$ cat src/rtl/mbps_pkg.sv
// Shared types and constants for the masked byte pattern scanner.
`default_nettype none

package mbps_pkg;

   localparam int PATTERN_BYTES = 16;
   localparam int LEN_W         = 5;
   localparam int COUNT_W       = 34;
   localparam int ADDR_W        = 64;
   localparam int SCAN_W        = 32;
   localparam int CSR_DATA_W    = 64;
   localparam int CSR_INDEX_W   = 3;

   localparam logic [COUNT_W-1:0] COUNT_MAX = {COUNT_W{1'b1}};

   typedef enum logic [CSR_INDEX_W-1:0] {
      REG_PATTERN_LOW  = 3'd0,
      REG_PATTERN_HIGH = 3'd1,
      REG_CARE_BITS    = 3'd2,
      REG_PATTERN_LEN  = 3'd3,
      REG_BASE_ADDRESS = 3'd4,
      REG_SCAN_LENGTH  = 3'd5
   } csr_index_type;

   typedef logic [PATTERN_BYTES-1:0][7:0] byte_row_type;

   typedef struct packed {
      byte_row_type               pattern;
      logic [PATTERN_BYTES-1:0]   care;
      logic [LEN_W-1:0]           length;
   } pattern_cfg_type;

   typedef struct packed {
      logic              found;
      logic [ADDR_W-1:0] match_address;
   } rsp_item_type;

endpackage

`default_nettype wire

$ cat src/rtl/mbps_req_if.sv
// Input byte channel: valid/ready handshake with one scanned byte per transfer.
`default_nettype none

interface mbps_req_if
   import mbps_pkg::*;
();
   logic       valid;
   logic       ready;
   logic [7:0] data_byte;
   logic       last;

   modport source (output valid, output data_byte, output last, input ready);
   modport sink   (input valid, input data_byte, input last, output ready);
endinterface

`default_nettype wire

$ cat src/rtl/mbps_rsp_if.sv
// Result channel: valid/ready handshake carrying found flag and match address.
`default_nettype none

interface mbps_rsp_if
   import mbps_pkg::*;
();
   logic              valid;
   logic              ready;
   logic              found;
   logic [ADDR_W-1:0] match_address;

   modport source (output valid, output found, output match_address, input ready);
   modport sink   (input valid, input found, input match_address, output ready);
endinterface

`default_nettype wire

$ cat src/rtl/mbps_window_compare.sv
// Masked compare of the byte window against the pattern.
`default_nettype none

module mbps_window_compare
   import mbps_pkg::*;
(
   input  wire byte_row_type    window,
   input  wire pattern_cfg_type cfg,
   output logic                 hit
);

   logic [PATTERN_BYTES-1:0] mismatch;

   // Window entry 0 is the newest byte, so pattern byte k sits at length-1-k.
   always_comb begin
      logic [LEN_W-1:0] pos;
      for (int k = 0; k < PATTERN_BYTES; k++) begin
         pos = cfg.length - LEN_W'(1) - LEN_W'(k);
         mismatch[k] = (LEN_W'(k) < cfg.length) && cfg.care[k] &&
                       (window[pos[3:0]] != cfg.pattern[k]);
      end
   end

   assign hit = ~|mismatch;

endmodule

`default_nettype wire

$ cat src/rtl/masked_byte_pattern_scanner.sv
// Masked byte pattern scanner: one byte per cycle unless the skid entry is full; reports
// the first match of a stream, or not found on its last byte, via the output register.
// Throughput: one byte per cycle while the skid entry is empty; compare is combinational.
// Output register plus a skid entry let bytes keep flowing while a result waits.
// Reset (synchronous, active high) clears the registers to their defaults
// (pattern length 1), the byte count, the match flag and both output entries.
`default_nettype none

module masked_byte_pattern_scanner
   import mbps_pkg::*;
#(
   parameter int MAX_PATTERN = 16
) (
   input  wire                          clock,
   input  wire                          reset,
   mbps_req_if.sink                     req_ch,
   mbps_rsp_if.source                   rsp_ch,
   input  wire                          csr_write_en,
   input  wire [CSR_INDEX_W-1:0]        csr_index,
   input  wire [CSR_DATA_W-1:0]         csr_wdata
);

   localparam int              CAP     = (MAX_PATTERN < PATTERN_BYTES) ? MAX_PATTERN
                                                                       : PATTERN_BYTES;
   localparam logic [LEN_W-1:0] LEN_CAP = LEN_W'(CAP);

   // Configuration registers
   logic [63:0]              pat_low_ff;
   logic [63:0]              pat_high_ff;
   logic [PATTERN_BYTES-1:0] care_ff;
   logic [LEN_W-1:0]         length_ff;
   logic [ADDR_W-1:0]        base_ff;
   logic [SCAN_W-1:0]        scan_ff;

   // Stream state
   logic [7:0]               window_ff [MAX_PATTERN];
   logic [7:0]               window_in [MAX_PATTERN];
   logic [COUNT_W-1:0]       seen_ff, seen_in;
   logic                     reported_ff, reported_in;

   // Output register and skid entry
   rsp_item_type             out_ff, out_in;
   logic                     out_valid_ff, out_valid_in;
   rsp_item_type             skid_ff, skid_in;
   logic                     skid_valid_ff, skid_valid_in;

   logic                     accept;
   logic [LEN_W-1:0]         eff_len;
   logic [COUNT_W-1:0]       seen_next;
   logic [COUNT_W-1:0]       len_ext;
   logic [COUNT_W-1:0]       start;
   logic                     window_full;
   logic                     in_scan;
   logic                     hit;
   logic                     fire;
   logic                     push;
   rsp_item_type             result;
   byte_row_type             cmp_window;
   pattern_cfg_type          cmp_cfg;
   logic                     out_free;

   // ---------------------------------------------------------------- config
   always_ff @(posedge clock) begin
      if (reset) begin
         pat_low_ff  <= '0;
         pat_high_ff <= '0;
         care_ff     <= '0;
         length_ff   <= LEN_W'(1);
         base_ff     <= '0;
         scan_ff     <= '0;
      end else if (csr_write_en) begin
         case (csr_index_type'(csr_index))
            REG_PATTERN_LOW:  pat_low_ff  <= csr_wdata;
            REG_PATTERN_HIGH: pat_high_ff <= csr_wdata;
            REG_CARE_BITS:    care_ff     <= csr_wdata[PATTERN_BYTES-1:0];
            REG_PATTERN_LEN:  length_ff   <= csr_wdata[LEN_W-1:0];
            REG_BASE_ADDRESS: base_ff     <= csr_wdata;
            REG_SCAN_LENGTH:  scan_ff     <= csr_wdata[SCAN_W-1:0];
            default: ;
         endcase
      end
   end

   // Zero length acts as one; anything above the window cap is clamped.
   always_comb begin
      if (length_ff == '0) begin
         eff_len = LEN_W'(1);
      end else if (length_ff > LEN_CAP) begin
         eff_len = LEN_CAP;
      end else begin
         eff_len = length_ff;
      end
   end

   // ---------------------------------------------------------------- window
   assign accept = req_ch.valid && req_ch.ready;

   always_comb begin
      window_in[0] = req_ch.data_byte;
      for (int i = 1; i < MAX_PATTERN; i++) begin
         window_in[i] = window_ff[i-1];
      end
   end

   always_ff @(posedge clock) begin
      if (accept) begin
         window_ff <= window_in;
      end
   end

   always_comb begin
      for (int i = 0; i < PATTERN_BYTES; i++) begin
         cmp_window[i] = (i < MAX_PATTERN) ? window_in[i] : 8'h00;
      end
   end

   assign cmp_cfg.pattern = {pat_high_ff, pat_low_ff};
   assign cmp_cfg.care    = care_ff;
   assign cmp_cfg.length  = eff_len;

   mbps_window_compare u_compare (
      .window (cmp_window),
      .cfg    (cmp_cfg),
      .hit    (hit)
   );

   // ---------------------------------------------------------------- match
   assign seen_next   = (seen_ff == COUNT_MAX) ? seen_ff : seen_ff + COUNT_W'(1);
   assign len_ext     = COUNT_W'(eff_len);
   assign window_full = seen_next >= len_ext;
   assign start       = seen_next - len_ext;
   assign in_scan     = start < COUNT_W'(scan_ff);

   assign fire = accept && !reported_ff && window_full && in_scan && hit;
   assign push = fire || (accept && req_ch.last && !reported_ff);

   assign result.found         = fire;
   assign result.match_address = fire ? base_ff + ADDR_W'(start) : '0;

   // Clear the stream state after the last byte.
   always_comb begin
      seen_in     = seen_ff;
      reported_in = reported_ff;
      if (accept) begin
         if (req_ch.last) begin
            seen_in     = '0;
            reported_in = 1'b0;
         end else begin
            seen_in     = seen_next;
            reported_in = reported_ff || fire;
         end
      end
   end

   always_ff @(posedge clock) begin
      if (reset) begin
         seen_ff     <= '0;
         reported_ff <= 1'b0;
      end else begin
         seen_ff     <= seen_in;
         reported_ff <= reported_in;
      end
   end

   // ---------------------------------------------------------------- output
   assign out_free     = !out_valid_ff || rsp_ch.ready;
   assign req_ch.ready = !skid_valid_ff;

   always_comb begin
      out_in        = out_ff;
      out_valid_in  = out_valid_ff;
      skid_in       = skid_ff;
      skid_valid_in = skid_valid_ff;
      if (out_free) begin
         if (skid_valid_ff) begin
            // advance the skid entry; no new item arrives while it is full
            out_in        = skid_ff;
            out_valid_in  = 1'b1;
            skid_valid_in = 1'b0;
         end else begin
            out_in       = result;
            out_valid_in = push;
         end
      end else if (push) begin
         skid_in       = result;
         skid_valid_in = 1'b1;
      end
   end

   always_ff @(posedge clock) begin
      if (reset) begin
         out_valid_ff  <= 1'b0;
         skid_valid_ff <= 1'b0;
      end else begin
         out_valid_ff  <= out_valid_in;
         skid_valid_ff <= skid_valid_in;
      end
   end

   always_ff @(posedge clock) begin
      out_ff  <= out_in;
      skid_ff <= skid_in;
   end

   assign rsp_ch.valid         = out_valid_ff;
   assign rsp_ch.found         = out_ff.found;
   assign rsp_ch.match_address = out_ff.match_address;

   // ---------------------------------------------------------------- checks
   a_skid_needs_out: assert property (@(posedge clock) disable iff (reset)
      skid_valid_ff |-> out_valid_ff)
      else $error("skid entry holds a result while the output register is empty");

   a_last_clears_count: assert property (@(posedge clock) disable iff (reset)
      (accept && req_ch.last) |=> (seen_ff == '0 && !reported_ff))
      else $error("stream state not cleared after the last byte");

   a_one_result_per_stream: assert property (@(posedge clock) disable iff (reset)
      (accept && reported_ff) |-> !push)
      else $error("second result produced in one stream");

   a_no_match_zero_addr: assert property (@(posedge clock) disable iff (reset)
      (out_valid_ff && !out_ff.found) |-> (out_ff.match_address == '0))
      else $error("no-match result carries a nonzero address");

   a_match_needs_window: assert property (@(posedge clock) disable iff (reset)
      fire |-> (seen_next >= len_ext && start < COUNT_W'(scan_ff)))
      else $error("match reported outside the allowed start range");

endmodule

`default_nettype wire

$ cat src/flat_wrapper.sv
// flat-port wrapper written by rule: the top's interface ports become plain ports
module masked_byte_pattern_scanner_flat import mbps_pkg::*;
#(
   parameter int MAX_PATTERN = 16
)
  (clock, reset, csr_write_en, csr_index, csr_wdata, req_ch_valid, req_ch_data_byte, req_ch_last, req_ch_ready, rsp_ch_valid, rsp_ch_found, rsp_ch_match_address, rsp_ch_ready);
  mbps_req_if req_ch_i ();
  mbps_rsp_if rsp_ch_i ();
  input  wire clock;
  input  wire reset;
  input  wire csr_write_en;
  input  wire [CSR_INDEX_W-1:0] csr_index;
  input  wire [CSR_DATA_W-1:0] csr_wdata;
  input wire logic [$bits(req_ch_i.valid)-1:0] req_ch_valid;
  input wire logic [$bits(req_ch_i.data_byte)-1:0] req_ch_data_byte;
  input wire logic [$bits(req_ch_i.last)-1:0] req_ch_last;
  output wire logic [$bits(req_ch_i.ready)-1:0] req_ch_ready;
  output wire logic [$bits(rsp_ch_i.valid)-1:0] rsp_ch_valid;
  output wire logic [$bits(rsp_ch_i.found)-1:0] rsp_ch_found;
  output wire logic [$bits(rsp_ch_i.match_address)-1:0] rsp_ch_match_address;
  input wire logic [$bits(rsp_ch_i.ready)-1:0] rsp_ch_ready;
  assign req_ch_i.valid = req_ch_valid;
  assign req_ch_i.data_byte = req_ch_data_byte;
  assign req_ch_i.last = req_ch_last;
  assign req_ch_ready = req_ch_i.ready;
  assign rsp_ch_valid = rsp_ch_i.valid;
  assign rsp_ch_found = rsp_ch_i.found;
  assign rsp_ch_match_address = rsp_ch_i.match_address;
  assign rsp_ch_i.ready = rsp_ch_ready;
  masked_byte_pattern_scanner #(.MAX_PATTERN(MAX_PATTERN)) u_core (.clock(clock), .reset(reset), .req_ch(req_ch_i), .rsp_ch(rsp_ch_i), .csr_write_en(csr_write_en), .csr_index(csr_index), .csr_wdata(csr_wdata));
endmodule
$ cat config.mk
export PLATFORM = sky130hd
export DESIGN_NAME = masked_byte_pattern_scanner_flat
export DESIGN_NICKNAME = d
export VERILOG_FILES = /design/src/rtl/mbps_pkg.sv /design/src/rtl/mbps_req_if.sv /design/src/rtl/mbps_rsp_if.sv /design/src/rtl/mbps_window_compare.sv /design/src/rtl/masked_byte_pattern_scanner.sv /design/src/flat_wrapper.sv
export SDC_FILE = /design/constraint.sdc
export NUM_CORES = 2
export LEC_CHECK = 0
export ABC_AREA = 1
export BUFFER_PORTS_ARGS = -buffer_cell sky130_fd_sc_hd__buf_2
export CAP_MARGIN = 10
export CORE_UTILIZATION = 36
export DETAILED_ROUTE_END_ITERATION = 8
export HOLD_SLACK_MARGIN = 0.03
export PLACE_DENSITY_LB_ADDON = 0.15
export SYNTH_ARGS = -nofsm -noshare
export SYNTH_HDL_FRONTEND = slang
export SYNTH_HIERARCHICAL = 1
export SYNTH_SLANG_ARGS = --single-unit
$ cat constraint.sdc
create_clock -name clock -period 13.9 [get_ports clock]
set_input_delay 0.695 -clock clock [delete_from_list [all_inputs] [get_ports clock]]
set_output_delay 0.695 -clock clock [all_outputs]
set_load 0.02 [all_outputs]
After elaboration in Yosys (flattened, before gate mapping)
Cells that the tools add are included.
{"block": "totals", "regBits": 532, "output_inout_bits": 67, "word_cells": 203}
{"block": "op_classes", "mux": 40, "eq_ne": 22, "bitwise_logic": 1, "add_sub_neg": 19, "order_cmp": 35, "n_reduce_logical": 57}
{"cell": "binary-select mux 8 bit (select 4 bit)", "count": 16}
{"cell": "2-to-1 mux 8 bit", "count": 16}
{"cell": "inequality test 8 bit", "count": 16}
{"cell": "less-than comparator 4 x 5 -> 1 bit (second input constant)", "count": 16}
{"cell": "2-to-1 mux 34 bit", "count": 2}
{"cell": "2-to-1 mux 65 bit", "count": 1}
{"cell": "adder 64 x 34 -> 64 bit", "count": 1}
{"cell": "2-to-1 mux 64 bit", "count": 1}
{"cell": "less-than comparator 4 x 5 -> 1 bit (first input constant)", "count": 8}
{"cell": "logical AND 1 bit", "count": 39}
{"cell": "adder 34 x 1 -> 34 bit (second input constant)", "count": 1}
{"cell": "== test 34 bit (second input constant)", "count": 1}
{"cell": ">= comparator 34 x 5 -> 1 bit", "count": 1}
{"cell": "less-than comparator 34 x 32 -> 1 bit", "count": 1}
{"cell": "subtractor 34 x 5 -> 34 bit", "count": 1}
{"cell": "subtractor 4 bit (second input constant)", "count": 8}
{"cell": "less-than comparator 3 x 5 -> 1 bit (first input constant)", "count": 4}
{"cell": "OR reduction 16 bit", "count": 1}
{"cell": "subtractor 4 x 3 -> 4 bit (second input constant)", "count": 4}
{"cell": "AND reduction 2 bit", "count": 7}
{"cell": "less-than comparator 1 x 5 -> 1 bit (first input constant)", "count": 2}
{"cell": "less-than comparator 2 x 5 -> 1 bit (first input constant)", "count": 2}
{"cell": "2-to-1 mux 5 bit", "count": 2}
{"cell": "subtractor 4 x 1 -> 4 bit (second input constant)", "count": 2}
{"cell": "other kinds (12)", "count": 21}

Longest topological paths before layout
{"block": "logic_depth", "ltp_word": 14, "ltp_mapped": 40}

By module
Netlist, hierarchy kept.
{"mod": "masked_byte_pattern_scanner", "n_inst": 1, "seq_area_each_um2": 13152.6, "cells_per_inst": 2918, "area_each_um2": 24463.5}
{"mod": "mbps_window_compare", "n_inst": 1, "seq_area_each_um2": 0.0, "cells_per_inst": 2494, "area_each_um2": 10641.5}

Worst setup path before layout
No wires, ideal clock.
{"block": "synth_timing", "path_kind": "register -> register", "startpoint": "register u_core.seen_ff[1]", "endpoint": "register u_core/skid_ff[0] in the netlist's numbering (enable)", "required_time_ns": 13.454, "path_buffers": 6, "setup_time_ns": 0.446, "stages_incl_launch_ff": 37, "synth_period_minus_slack_ns": 7.358, "setup_slack_ns": 6.542, "arrival_ns": 6.912, "cell_sequence": "dfxtp_1 -> ha_1 -> buf_2 -> inv_2 -> nor2_4 -> nand2_4 -> nor2_8 -> nand3_2 -> buf_2 -> buf_2 -> buf_1 -> nand2_1 -> ha_1 -> a21oi_1 -> o21ai_0 -> nor2_1 -> nand4_1 -> nor2_1 -> nand2_1 -> nor2_4 -> nand2_1 -> nor2_1 -> nand3_1 -> nor2_1 -> xor2_1 -> ha_1 -> inv_1 -> nor3_1 -> a211oi_1 -> nand2_1 -> nand2_1 -> nand3_1 -> nor2_1 -> nand2_2 -> buf_6 -> buf_6 -> a21oi_2"}
{"block": "synth_between", "elab_chain_len": 8, "elab_cells_between_ends": 11, "classes_between": "add/sub (2); order compare (2); eq/ne (1); mux (1); reduce/logical (5)"}
{"element": "from (decl)", "line_no": "masked_byte_pattern_scanner.sv:38", "rtl": "logic [COUNT_W-1:0] seen_ff, seen_in;"}
{"element": "from (signal assigned)", "line_no": "masked_byte_pattern_scanner.sv:160", "rtl": "seen_ff <= seen_in;"}
{"element": "adder 34 x 1 -> 34 bit / == test 34 bit (equally long branches)", "line_no": "masked_byte_pattern_scanner.sv:128", "rtl": "assign seen_next = (seen_ff == COUNT_MAX) ? seen_ff : seen_ff + COUNT_W'(1);"}
{"element": "2-to-1 mux 34 bit *", "line_no": "masked_byte_pattern_scanner.sv:128"}
{"element": "subtractor 34 x 5 -> 34 bit / >= comparator 34 x 5 -> 1 bit (equally long branches)", "line_no": "masked_byte_pattern_scanner.sv:131, masked_byte_pattern_scanner.sv:130"}
{"element": "less-than comparator 34 x 32 -> 1 bit / logical AND 1 bit (equally long branches)", "line_no": "masked_byte_pattern_scanner.sv:132, masked_byte_pattern_scanner.sv:134"}
{"element": "logical AND 1 bit * (2 in a row)", "line_no": "masked_byte_pattern_scanner.sv:134", "rtl": "assign fire = accept && !reported_ff && window_full && in_scan && hit;"}
{"element": "logical OR 1 bit *", "line_no": "masked_byte_pattern_scanner.sv:135", "rtl": "assign push = fire || (accept && req_ch.last && !reported_ff);"}
{"element": "AND reduction 2 bit (no line) *"}
{"element": "to (signal assigned)", "line_no": "masked_byte_pattern_scanner.sv:202", "rtl": "skid_ff <= skid_in;"}
{"element": "to (decl)", "line_no": "masked_byte_pattern_scanner.sv:44", "rtl": "rsp_item_type skid_ff, skid_in;"}
Mark *: on every way between the ends. The rest lies on a longest branch, timed or not.
A chain may end at the register's enable or synchronous reset.

Worst setup path in the final report
{"block": "layout_timing", "startpoint": "register u_core.length_ff[2]", "endpoint": "register u_core/skid_ff[51] in the netlist's numbering (enable)"}
{"block": "layout_between", "elab_chain_len": 14, "elab_cells_between_ends": 126, "classes_between": "add/sub (17); order compare (19); eq/ne (16); mux (34); reduce/logical (40)"}
{"element": "from (decl)", "line_no": "masked_byte_pattern_scanner.sv:31", "rtl": "logic [LEN_W-1:0] length_ff;"}
{"element": "from (signal assigned)", "line_no": "masked_byte_pattern_scanner.sv:76", "rtl": "REG_PATTERN_LEN: length_ff <= csr_wdata[LEN_W-1:0];"}
{"element": "greater-than comparator 5 bit", "line_no": "masked_byte_pattern_scanner.sv:88", "rtl": "end else if (length_ff > LEN_CAP) begin"}
{"element": "2-to-1 mux 5 bit", "line_no": "masked_byte_pattern_scanner.sv:88"}
{"element": "2-to-1 mux 5 bit *", "line_no": "masked_byte_pattern_scanner.sv:86", "rtl": "if (length_ff == '0) begin"}
{"element": "via u_core.eff_len[0]", "line_no": "masked_byte_pattern_scanner.sv:48", "rtl": "logic [LEN_W-1:0] eff_len;"}
{"element": "subtractor 4 x 1 -> 4 bit", "line_no": "mbps_window_compare.sv:18", "rtl": "pos = cfg.length - LEN_W'(1) - LEN_W'(k);"}
{"element": "subtractor 4 x 1 -> 4 bit (tied with other cells)", "line_no": "mbps_window_compare.sv:18"}
{"element": "binary-select mux 8 bit (select 4 bit)", "line_no": "mbps_window_compare.sv:20", "rtl": "(window[pos[3:0]] != cfg.pattern[k]);"}
{"element": "2-to-1 mux 8 bit (not written as such)", "line_no": "mbps_window_compare.sv:20"}
{"element": "inequality test 8 bit", "line_no": "mbps_window_compare.sv:20"}
{"element": "logical AND 1 bit", "line_no": "mbps_window_compare.sv:19", "rtl": "mismatch[k] = (LEN_W'(k) < cfg.length) && cfg.care[k] &&"}
{"element": "OR reduction 16 bit *", "line_no": "mbps_window_compare.sv:24", "rtl": "assign hit = ~|mismatch;"}
{"element": "logical NOT 1 bit *", "line_no": "mbps_window_compare.sv:24"}
{"element": "via u_core.hit", "line_no": "masked_byte_pattern_scanner.sv:54", "rtl": "logic hit;"}
{"element": "logical AND 1 bit *", "line_no": "masked_byte_pattern_scanner.sv:134"}
{"element": "logical OR 1 bit *", "line_no": "masked_byte_pattern_scanner.sv:135"}
{"element": "AND reduction 2 bit (no line) *"}
Mark *: on every way through the listed nets, which the timed path passes. The rest lies on a longest branch. The select of a mux whose other input is x is not followed.

==> reports/metrics.cfg <==
[worst_setup_path]
crit_fanout=79
worstPathRequired_ns=14.14
crit-reg2reg-capture=u_core/skid_ff[51]
worst_setup_path_end_kind=register
regToRegSetupSlack_ns=6.11
critPathMostFrequentCell=nand2_1
r2r_start=u_core/length_ff[2]
worstPathArrival_ns=8.03
critical_path_s_slowest_cell=inv_4
worstSetupPathType=reg2reg
worst_path_largest_cell_delay_ns=0.75
worst_setup_path_start_kind=register
r2r.worst_path.cells=31

[cts]
cts_inserted_buffers=67
clk_latency_ns=0.63
tritoncts=yes
ctsHoldBuffers=0
clkSinkCount=532
cts.root.buffer_cell=clkbuf_16
clkTransAtPathRegs_ns=0.06
postCtsSetupBuffers=0
cts.path.max_buffers=3
clock_h_tree_levels=3
post_cts_resize_count=0

[power_and_ir_drop]
part_of_the_power_in_combinational_logic=0.248
cellLeakagePower_nw=17.9
power.share.switching=0.342
switching_pwr_mw=1.63
p_clk_frac=0.381
power.share.sequential=0.371
ir_worst_vdd_v=0.0000677
internal_power_component_mw=3.15
power.density_nw_per_um2=123
total_power_mw=4.78

[logic_synthesis]
synthDistinctLibCells=51
synthTopCellsByArea=nand2_1, edfxtp_1, dfxtp_1
synthesis.instances=5412
yosys_warnings=6
syn_area_um2=35100
total_nets_after_synthesis=5569
yosysMostFrequentCell=nand2_1
async_flop_share=0
register_bit_total_from_synthesis=532
synthFlopType=dfxtp_1
top_cell_type_s_share_of_synthesized_area=0.223
synthTopCellsByCount=nand2_1, nor2_1, nand3_1
syn_area_per_cell_um2=6.49
seq_area_frac_synth=0.375
synth.largest_area_cell=nand2_1
synth_enable_flop_cells=250

[timing]
final.period_utilization=0.561
setup_tns_ns=0
worst_clock_skew_ns=0.0208
holdWs_ns=0.292
slew_headroom=0.272
grt_setup_unrepaired=no
fmax_mhz=128
worst-slew-pin-transition_ns=1.09
final-hold-violation-count=0
drv_slew=0
post-route-worst-setup-slack_ns=6.11
post-route-min-period_ns=7.79
number_of_setup_violations_in_the_final_report=0

[grt]
global_route.usage.total=0.268
grt_start_max_net_pins=107
grt_overflow_total=0
grt_antenna_before_repair=7
grt_pass1_wl_um=198000
grt_pass1_vias=31005

[drt]
initialDrtViolationCount=3595
number_of_remaining_drc_errors=0
drt_first_pass_iters=6
drt-vias-per-instance=5.15
drt_wl_total_um=135000
detail_route.wl_per_cell_um=20.0
postRouteAntennaNets=0
route.vias.total=34797

[die]
fp.dieArea_um2=98800
die_height_um=314
floorplan.rows=114
core_region_area_um2=96700
floorplan.initialDensity=0.363
floorplan.die.width_um=314
io_pins=148

[status]
outcome=finished, final reports clean

[hold_path]
holdPathEnd=u_core/cmp_window[8]
holdCritPathClass=in2reg
min_from=req_ch_data_byte[0]
worst_hold_path.num_cells=1

[layout]
utilization=0.401
num-nets-final=5581
layout-drive-gt1-share=0.0672
area.growth.synth_to_final_pct=10.4

[run]
maxCapViolations=0

[placed_design]
gp_congestion=0.991
detailedPlacementHpwl_um=103000
placement.io_buffers=147
pre_cts_slack_ns=6.31

## sequential cells by signal, summed over array words and instances, names as in the netlist
signal	flops
u_core/cmp_window	120
u_core/skid_ff	65
u_core/base_ff	64
u_core/pat_high_ff	64
u_core/pat_low_ff	64
u_core/rsp_ch.match_address	64
u_core/seen_ff	34
u_core/scan_ff	32
u_core/care_ff	16
u_core/length_ff	5
u_core/reported_ff	1
u_core/rsp_ch.found	1
u_core/rsp_ch.valid	1
u_core/skid_valid_ff	1
## cells by family after synthesis
kind of cell | count (synthesis) | synth area share
buf+inv | 657 | 0.0812
mux | 1 | 0.000285
simple gates | 3464 | 0.405
fa+ha+maj | 76 | 0.0275
flops | 532 | 0.375
compound gates | 587 | 0.0879
xor+xnor | 95 | 0.0239
## layout make-up
type	count	area, um^2
clock buffer	92	1920
sequential	532	13200
timing repair buffer	175	946
antenna	4	10.0
clock inverter	32	367
inverter	425	1610
fill	10427	58000
tap	1276	1600
multi-input combinational	4223	19200
## power by group through the flow
stage                     Clock, mW  Combinational [mW]  Sequential, mW
after floorplan                   0               0.776            1.82
after global placement            0                1.16            1.80
after detailed placement          0                1.16            1.80
after CTS                      1.87                1.16            1.77
after global routing           1.92                1.31            1.78
final                          1.82                1.19            1.77
## cell usage in the layout (no fill, tap or decap), types with 63 or more instances in the layout
master	Yosys	routed
nand2_1	2089	2089
nand3_1	506	506
dfxtp_1	282	281
buf_2	77	147
edfxtp_1	250	250
inv_1	411	408
ha_1	74	73
o21ai_0	367	367
clkbuf_16	0	71
a21oi_1	147	147
nand3b_1	63	63
nor2_1	689	683
## worst max path at each step
stage	from	slack [ns]	cells after the start	end
CTS	u_core/length_ff[2]	6.30	31	u_core/skid_ff[51]
finish	u_core/length_ff[2]	6.11	31	u_core/skid_ff[51]
floorplan	u_core/seen_ff[1]	6.54	36	u_core/skid_ff[0]
global route	u_core/length_ff[2]	5.60	31	u_core/skid_ff[51]
detailed placement	u_core/length_ff[2]	6.31	31	u_core/skid_ff[41]
global placement	u_core/length_ff[2]	6.41	31	u_core/skid_ff[41]
## per-stage QoR
step	instances	cell area (um^2)
after floorplan	5412	35100
final	6759	38800
after global routing	6757	38700
after detailed placement	6631	36500
after global placement	6631	36500
after CTS	6755	38700
## critical path: cells and delay by family (launching register included)
| family | cells | cell delay [ns] |
|---|---|---|
| compound gates | 2 | 0.49 |
| simple gates | 21 | 2.96 |
| buf+inv | 7 | 2.94 |
| fa+ha+maj | 1 | 0.37 |
| flops | 1 | 0.30 |
## routing by layer
| metal | wire (um) | GRT usage | vias to the layer above |
|---|---|---|---|
| li1 | - | - | 17375 |
| met1 | 63000 | 0.382 | 16078 |
| met4 | 5090 | 0.107 | 4 |
| met5 | 26 | 0 | - |
| met2 | 57600 | 0.401 | 1150 |
| met3 | 9270 | 0.0437 | 190 |
No activity file was read; power rests on OpenSTA's default activity.
